[config.mk]
export PLATFORM = sky130hd
export DESIGN_NAME = lvmt_ctrl
export DESIGN_NICKNAME = d
export VERILOG_FILES = /design/src/rtl/core/lvmt_pkg.sv /design/src/rtl/core/lvmt_ctrl.sv
export SDC_FILE = /design/constraint.sdc
export NUM_CORES = 1
export LEC_CHECK = 0
export BUFFER_PORTS_ARGS = -buffer_cell sky130_fd_sc_hd__buf_2
export CAP_MARGIN = 10
export CORE_AREA = 2 2 39 41
export DETAILED_ROUTE_END_ITERATION = 7
export DIE_AREA = 0 0 41 43
export GPL_ROUTABILITY_DRIVEN = 0
export SLEW_MARGIN = 20
export SYNTH_ARGS = -nofsm -noshare
export SYNTH_HDL_FRONTEND = slang
export SYNTH_SLANG_ARGS = --single-unit
[constraint.sdc]
create_clock -name aclk -period 1.6 [get_ports aclk]
set_input_delay 0.4 -clock aclk [delete_from_list [all_inputs] [get_ports aclk]]
set_output_delay 0.4 -clock aclk [all_outputs]
set_load 0.01 [all_outputs]
[src/rtl/core/lvmt_pkg.sv]
// shared constants, codes and control types of the lowest index value match table
`timescale 1ns / 1ps

package lvmt_pkg;

    localparam int TABLE_DEPTH = 256;
    localparam int VALUE_WIDTH = 32;
    localparam int IDX_W       = (TABLE_DEPTH > 2) ? $clog2(TABLE_DEPTH) : 1;
    localparam int SLOT_W      = 8;
    localparam int IN_VALUE_W  = 32;
    localparam int S_DATA_W    = 40;
    localparam int M_DATA_W    = 8;

    localparam logic OP_CHANGE = 1'b0;
    localparam logic OP_FIND   = 1'b1;

    typedef enum logic [2:0] {
        ST_IDLE = 3'b001,
        ST_SCAN = 3'b010,
        ST_DONE = 3'b100
    } state_t;

    typedef struct packed {
        logic write;
        logic start;
        logic issue;
        logic capture;
        logic load_out;
    } ctl_cmd_t;

    typedef struct packed {
        logic issued_all;
        logic hit;
        logic cmp_last;
    } dp_status_t;

endpackage

[src/rtl/core/lvmt_ctrl.sv]
// controller: request handshake, scan sequencing and output valid
`timescale 1ns / 1ps

module lvmt_ctrl (
    input  logic                 aclk,
    input  logic                 aresetn,
    input  logic                 s_tvalid,
    output logic                 s_tready,
    input  logic                 s_opcode,
    output logic                 m_tvalid,
    input  logic                 m_tready,
    input  lvmt_pkg::dp_status_t status,
    output lvmt_pkg::ctl_cmd_t   cmd
);
    import lvmt_pkg::*;

    state_t state_reg, state_next;
    logic   out_valid_reg, out_valid_next;
    logic   accept;
    logic   scan_end;
    logic   out_free;

    assign s_tready = (state_reg == ST_IDLE);
    assign accept   = s_tvalid && s_tready;
    assign scan_end = status.hit || status.cmp_last;
    assign out_free = !out_valid_reg || m_tready;

    always_comb begin
        state_next    = state_reg;
        cmd.write     = 1'b0;
        cmd.start     = 1'b0;
        cmd.issue     = 1'b0;
        cmd.capture   = 1'b0;
        cmd.load_out  = 1'b0;
        unique case (state_reg)
            ST_IDLE: begin
                if (accept) begin
                    if (s_opcode == OP_FIND) begin
                        cmd.start  = 1'b1;
                        state_next = ST_SCAN;
                    end else begin
                        cmd.write = 1'b1;
                    end
                end
            end
            ST_SCAN: begin
                cmd.issue = !status.issued_all;
                if (scan_end) begin
                    cmd.capture = 1'b1;
                    state_next  = ST_DONE;
                end
            end
            ST_DONE: begin
                if (out_free) begin
                    cmd.load_out = 1'b1;
                    state_next   = ST_IDLE;
                end
            end
            default: state_next = ST_IDLE;
        endcase
    end

    always_comb begin
        out_valid_next = out_valid_reg;
        if (cmd.load_out) begin
            out_valid_next = 1'b1;
        end else if (m_tready) begin
            out_valid_next = 1'b0;
        end
    end

    always_ff @(posedge aclk) begin
        if (!aresetn) begin
            state_reg     <= ST_IDLE;
            out_valid_reg <= 1'b0;
        end else begin
            state_reg     <= state_next;
            out_valid_reg <= out_valid_next;
        end
    end

    assign m_tvalid = out_valid_reg;

endmodule

==> flow_metrics.py, run 1 <==
metrics = {
    "route": {
        "wl_per_cell_um": 9.651,
        "drt_iter0_drc": 6,
        "ant_nets": 0,
        "drc": 0,
        "vias_per_cell": 4.206,
        "dr.pass1.iters": 4,
        "vias": 265,
        "drt-total-wl_um": 608,
    },
    "floorplanning": {
        "die_h_um": 43,
        "ioPinCount": 15,
        "core_area_um2": 1384,
        "die_area_um2": 1763,
        "die_x_um": 41,
        "start_util_pct": 17.36,
        "rows": 14,
    },
    "setup_path": {
        "cp.arrival_ns": 1.22,
        "path_cells": "or3b_4 -> nor2b_1 -> buf_2",
        "critPathMaxStageDelay_ns": 0.39,
        "slowest_stage": "or3b_4",
        "critical_path_buf_inv_count": 1,
        "path_max_fanout": 4,
        "cp-start-kind": "flip-flop",
        "worst-setup-path-type": "flip-flop to output port",
        "critical_path.top_delay_family": "simple AND/OR/NAND/NOR gates",
        "endpoint_kind": "output port",
        "crit_required_ns": 1.20,
    },
    "final_layout": {
        "fillers": 149,
        "final_layout_size_suffix_gt1_share_pct": 51.06,
        "fin_nets": 57,
        "num_antenna_cells": 0,
        "layout_commonest_cell": "buf_2",
        "syn_to_final_growth_pct": 58.33,
        "layout.cells.non_filler": 63,
        "multiInputGateArea_um2": 161.4,
        "largest_reg_flops": 3,
        "post-route-util_pct": 27.49,
        "regArea_um2": 91.34,
        "design_area_um2": 380.4,
        "mostFrequentLayoutCells": "buf_2, nand2b_1, nand2_1, clkbuf_4, dfxtp_4",
    },
    "worst_hold_path": {
        "hold_class": "input pin to flip-flop",
    },
    "placement": {
        "dp_hpwl_um": 437.1,
        "postPlaceCellArea_um2": 330.3,
        "dp_cells": 59,
        "port_buffers": 14,
    },
    "sta": {
        "rsz0062_at_grt": "yes",
        "hold_viol": 0,
        "post-route-min-period_ns": 1.620,
        "relSlewSlack_pct": 87.13,
        "finalSetupViolations": 1,
        "tightestPinTransition_ns": 0.1928,
        "timing.setup.tns_ns": -0.01969,
        "fmaxAchievable_ghz": 0.6174,
        "fin_crit_sh_pct": 101.2,
        "hold_ws_ns": 0.3921,
        "setup_ws_ns": -0.01969,
        "fin_worst_skew_ns": 0.002394,
        "slew_viol_final": 0,
    },
    "global_routing": {
        "grt_start_max_net_pins": 7,
        "antenna_found_initial": 0,
        "grt_usage_pct": 8.225,
        "grt_first_pass_wirelength_um": 924,
        "first_global_vias": 229,
        "overflow": 0,
    },
    "cts": {
        "cts.path.max_buffers": 2,
        "clock-sinks": 4,
        "cts_made_buffers": 3,
        "clkTransAtPathRegs_ns": 0.04,
        "cts_tree": "done",
        "cts_hold_buf": 0,
        "clk_latency_ns": 0.23,
        "cts-htree-levels": 1,
        "cts-root-buf": "clkbuf_4",
    },
    "yosys": {
        "ys_types": 18,
        "syn-instance-count": 29,
        "ys_ff_latch": 4,
        "synth_area_leaders": "dfxtp_1, nand2b_1, nor3b_2, o22ai_1, nand2_1",
        "syn_area_um2": 240.2,
        "synth_area_per_cell_um2": 8.284,
        "yosys.area.top_type": "dfxtp_1",
        "syn-num-nets": 37,
        "seq_area_frac_synth_pct": 33.33,
        "yosysWarningCount": 0,
        "synth.top_cell.area_share_pct": 33.33,
    },
    "run_status": {
        "failed_checks": "negative setup slack",
        "run_status": "finished with violations",
    },
    "run": {
        "drv_cap": 0,
    },
    "pwr": {
        "p_leak_nw": 0.1885,
        "powerDensity_nw_per_um2": 1265,
        "vdd_drop_max_mv": 0.3138,
    },
}
metal layers:
layer | part of all wire [%] | track usage [%]
met5 | 0 | 0
met4 | 0 | 6.000
met3 | 9.9 | 5.236
met2 | 45 | 8.438
met1 | 46 | 11.54
cells in the mapped netlist:
library cell  count
a21boi_1          1
and3_1            1
and3b_1           1
and4b_1           1
buf_4             1
dfxtp_1           4
nand2_1           3
nand2b_1          4
nand3_1           1
nor2_1            2
nor2b_1           1
nor3_1            2
nor3b_2           1
o21ai_0           1
o22ai_1           2
o31ai_1           1
or3b_1            1
xnor2_1           1
timing repair:
action / CTS / global route
gates resized for setup: 7 / 1
buffers inserted: 1 / 0
setup endpoints to repair: 3 / 3
cloned: 0 / 0
pin swaps: 0 / 0
final timing paths:
path / depth (start not counted) / to / start / slack, ns
min: 2 / state_reg[0]$_SDFFE_PN1P_ / aresetn / 0.39
max reg2reg: 3 / state_reg[0]$_SDFFE_PN1P_ / state_reg[2]$_SDFFE_PN0P_ / 0.45
max: 3 / cmd[0] / state_reg[2]$_SDFFE_PN0P_ / -0.02
min reg2reg: 2 / state_reg[0]$_SDFFE_PN1P_ / state_reg[2]$_SDFFE_PN0P_ / 0.56
report_power, final:
group | leakage, nW | total, W | switching [W] | internal (W)
sequential | 0.0342 | 0.000156 | 0.0000273 | 0.000129
clock | 0.0138 | 0.000123 | 0.0000396 | 0.0000838
combinational | 0.141 | 0.000202 | 0.0000897 | 0.000112
total | 0.188 | 0.000481 | 0.000157 | 0.000324
cell type report:
type | instances | area share, %
timing repair buffer | 16 | 22.37
clock buffer | 3 | 5.921
multi-input combinational | 24 | 42.43
sequential | 4 | 24.01
tap | 16 | 5.263
worst reg2reg max path, stage by stage, from the launching register on:
cell and delay, ns:
dfxtp_4 0.36, or3b_4 0.39, o22ai_1 0.17, nand3_1 0.10
kinds of logic after synthesis:
logic type | synth area share, %
and+or+nand+nor | 46.36
AOI/OAI and AO/OA | 13.54
DFF | 33.33
xor gates and xnor gates | 3.646
buffers and inverters | 3.126
through the flow:
stage	total power, W	worst slack, ns
finish	0.0004811	-0.01969
detailed placement	0.0003193	0.1767
global route	0.0005251	-0.07109
floorplan	0.0002610	0.1696
CTS	0.0004853	-0.03075
global placement	0.0003167	0.1957
(Power assumes the default switching activity.)
==> run 2: changes to the inputs <==
CTS_BUF_LIST = sky130_fd_sc_hd__clkbuf_16   (was unset)
==> flow_metrics.py, run 2 (synthesis results as in run 1) <==
metrics = {
    "placement": {
        "dp_hpwl_um": 437.1,
        "postPlaceCellArea_um2": 330.3,
        "port_buffers": 14,
        "dp_cells": 59,
    },
    "global_routing": {
        "grt_first_pass_wirelength_um": 931,
        "grt_usage_pct": 7.823,
        "antenna_found_initial": 0,
        "first_global_vias": 239,
        "overflow": 0,
        "grt_start_max_net_pins": 7,
    },
    "route": {
        "vias_per_cell": 4.188,
        "dr.pass1.iters": 2,
        "drt_iter0_drc": 2,
        "vias": 268,
        "drt-total-wl_um": 613,
        "drc": 0,
        "ant_nets": 0,
        "wl_per_cell_um": 9.578,
    },
    "floorplanning": {
        "ioPinCount": 15,
        "start_util_pct": 17.36,
        "rows": 14,
        "die_x_um": 41,
        "die_h_um": 43,
        "core_area_um2": 1384,
        "die_area_um2": 1763,
    },
    "setup_path": {
        "endpoint_kind": "output port",
        "critPathMaxStageDelay_ns": 0.38,
        "r2r-end": "state_reg[0]$_SDFFE_PN1P_",
        "cp-start-kind": "flip-flop",
        "worst_r2r_path_depth": 4,
        "timing.rr.start": "state_reg[2]$_SDFFE_PN0P_",
        "r2r_slack_ns": 0.33,
        "worst-setup-path-type": "flip-flop to output port",
        "path_cells": "or3b_4 -> nor2b_1 -> buf_2",
        "path_max_fanout": 4,
        "slowest_stage": "or3b_4",
        "cp.arrival_ns": 1.20,
        "crit_required_ns": 1.20,
    },
    "cts": {
        "clkTransAtPathRegs_ns": 0.03,
        "clock-sinks": 4,
        "cts_tree": "done",
        "cts.path.max_buffers": 2,
        "cts-root-buf": "clkbuf_16",
        "cts_made_buffers": 3,
        "clk_latency_ns": 0.22,
        "cts-htree-levels": 1,
    },
    "sta": {
        "timing.setup.tns_ns": 0,
        "hold_viol": 0,
        "slew_viol_final": 0,
        "post-route-min-period_ns": 1.596,
        "fin_crit_sh_pct": 99.72,
        "relSlewSlack_pct": 87.10,
        "fin_worst_skew_ns": 0.001876,
        "hold_ws_ns": 0.4052,
        "tightestPinTransition_ns": 0.1933,
        "finalSetupViolations": 0,
        "fmaxAchievable_ghz": 0.6268,
        "rsz0062_at_grt": "yes",
    },
    "worst_hold_path": {
        "hold_end": "state_reg[0]$_SDFFE_PN1P_",
        "hold_depth": 2,
        "hp-start": "aresetn",
        "hold_class": "input pin to flip-flop",
    },
    "pwr": {
        "p_leak_nw": 0.2154,
        "vdd_drop_max_mv": 0.6092,
        "powerDensity_nw_per_um2": 1680,
    },
    "final_layout": {
        "layout.cells.non_filler": 64,
        "syn_to_final_growth_pct": 82.29,
        "largest_reg_flops": 3,
        "num_antenna_cells": 0,
        "mostFrequentLayoutCells": "buf_2, nand2b_1, nand2_1, clkbuf_16, buf_4",
        "design_area_um2": 437.9,
        "fin_nets": 58,
        "final_layout_size_suffix_gt1_share_pct": 52.08,
        "post-route-util_pct": 31.65,
        "layout_commonest_cell": "buf_2",
    },
    "run": {
        "drv_cap": 0,
    },
    "run_status": {
        "run_status": "completed",
    },
}
run 2: worst max-delay path by stage:
stage,cells after the start,from,slack [ns],to
after CTS,3,state_reg[2]$_SDFFE_PN0P_,-0.009,cmd[0]
after global routing,3,state_reg[2]$_SDFFE_PN0P_,-0.03,cmd[0]
after detailed placement,3,state_reg[1]$_SDFFE_PN0P_,0.18,cmd[0]
after global placement,3,state_reg[2]$_SDFFE_PN0P_,0.20,cmd[0]
final,3,state_reg[2]$_SDFFE_PN0P_,0.004,cmd[0]
after floorplan,3,state_reg[2]$_SDFFE_PN0P_,0.17,cmd[0]
run 2: metal layers:
metal	GRT usage [%]	vias to the layer above	routed length, µm
met4	2.000	0	0
met5	0	-	0
met1	11.86	110	282
li1	-	142	-
met3	5.236	0	73
met2	8.750	16	256
run 2: where the power goes:
| part | total, W | leakage [nW] | internal [W] | switching, W |
|---|---|---|---|---|
| clock network | 0.000380 | 0.0370 | 0.000318 | 0.0000616 |
| logic | 0.000202 | 0.145 | 0.000112 | 0.0000901 |
| registers | 0.000153 | 0.0338 | 0.000126 | 0.0000276 |
| total | 0.000736 | 0.215 | 0.000556 | 0.000179 |
run 2: area by class of cell:
type,count,area [µm²]
timing repair buffer,17,92.59
multi-input combinational,24,161.4
clock buffer,3,75.07
sequential,4,88.84
tap,16,20.02
fill,147,945.9
run 2: stage by stage:
stage	total power, W	setup WS [ns]
floorplan	0.0002610	0.1696
global placement	0.0003167	0.1957
detailed placement	0.0003193	0.1767
CTS	0.0007402	-0.009199
global route	0.0007812	-0.02511
finish	0.0007356	0.004466
run 2: worst max-delay path: cells and delay by family, from the launching register on:
family	cells	cell delay [ns]
AND/OR/NAND/NOR	2	0.48
flip-flops	1	0.36
buffers and inverters	1	0.13
run 2: what timing repair did:
item	CTS	global route
hold buffers	0	0
gates resized for setup	7	0
gates cloned	0	0
setup buffers	1	1
setup endpoints to repair	2	1
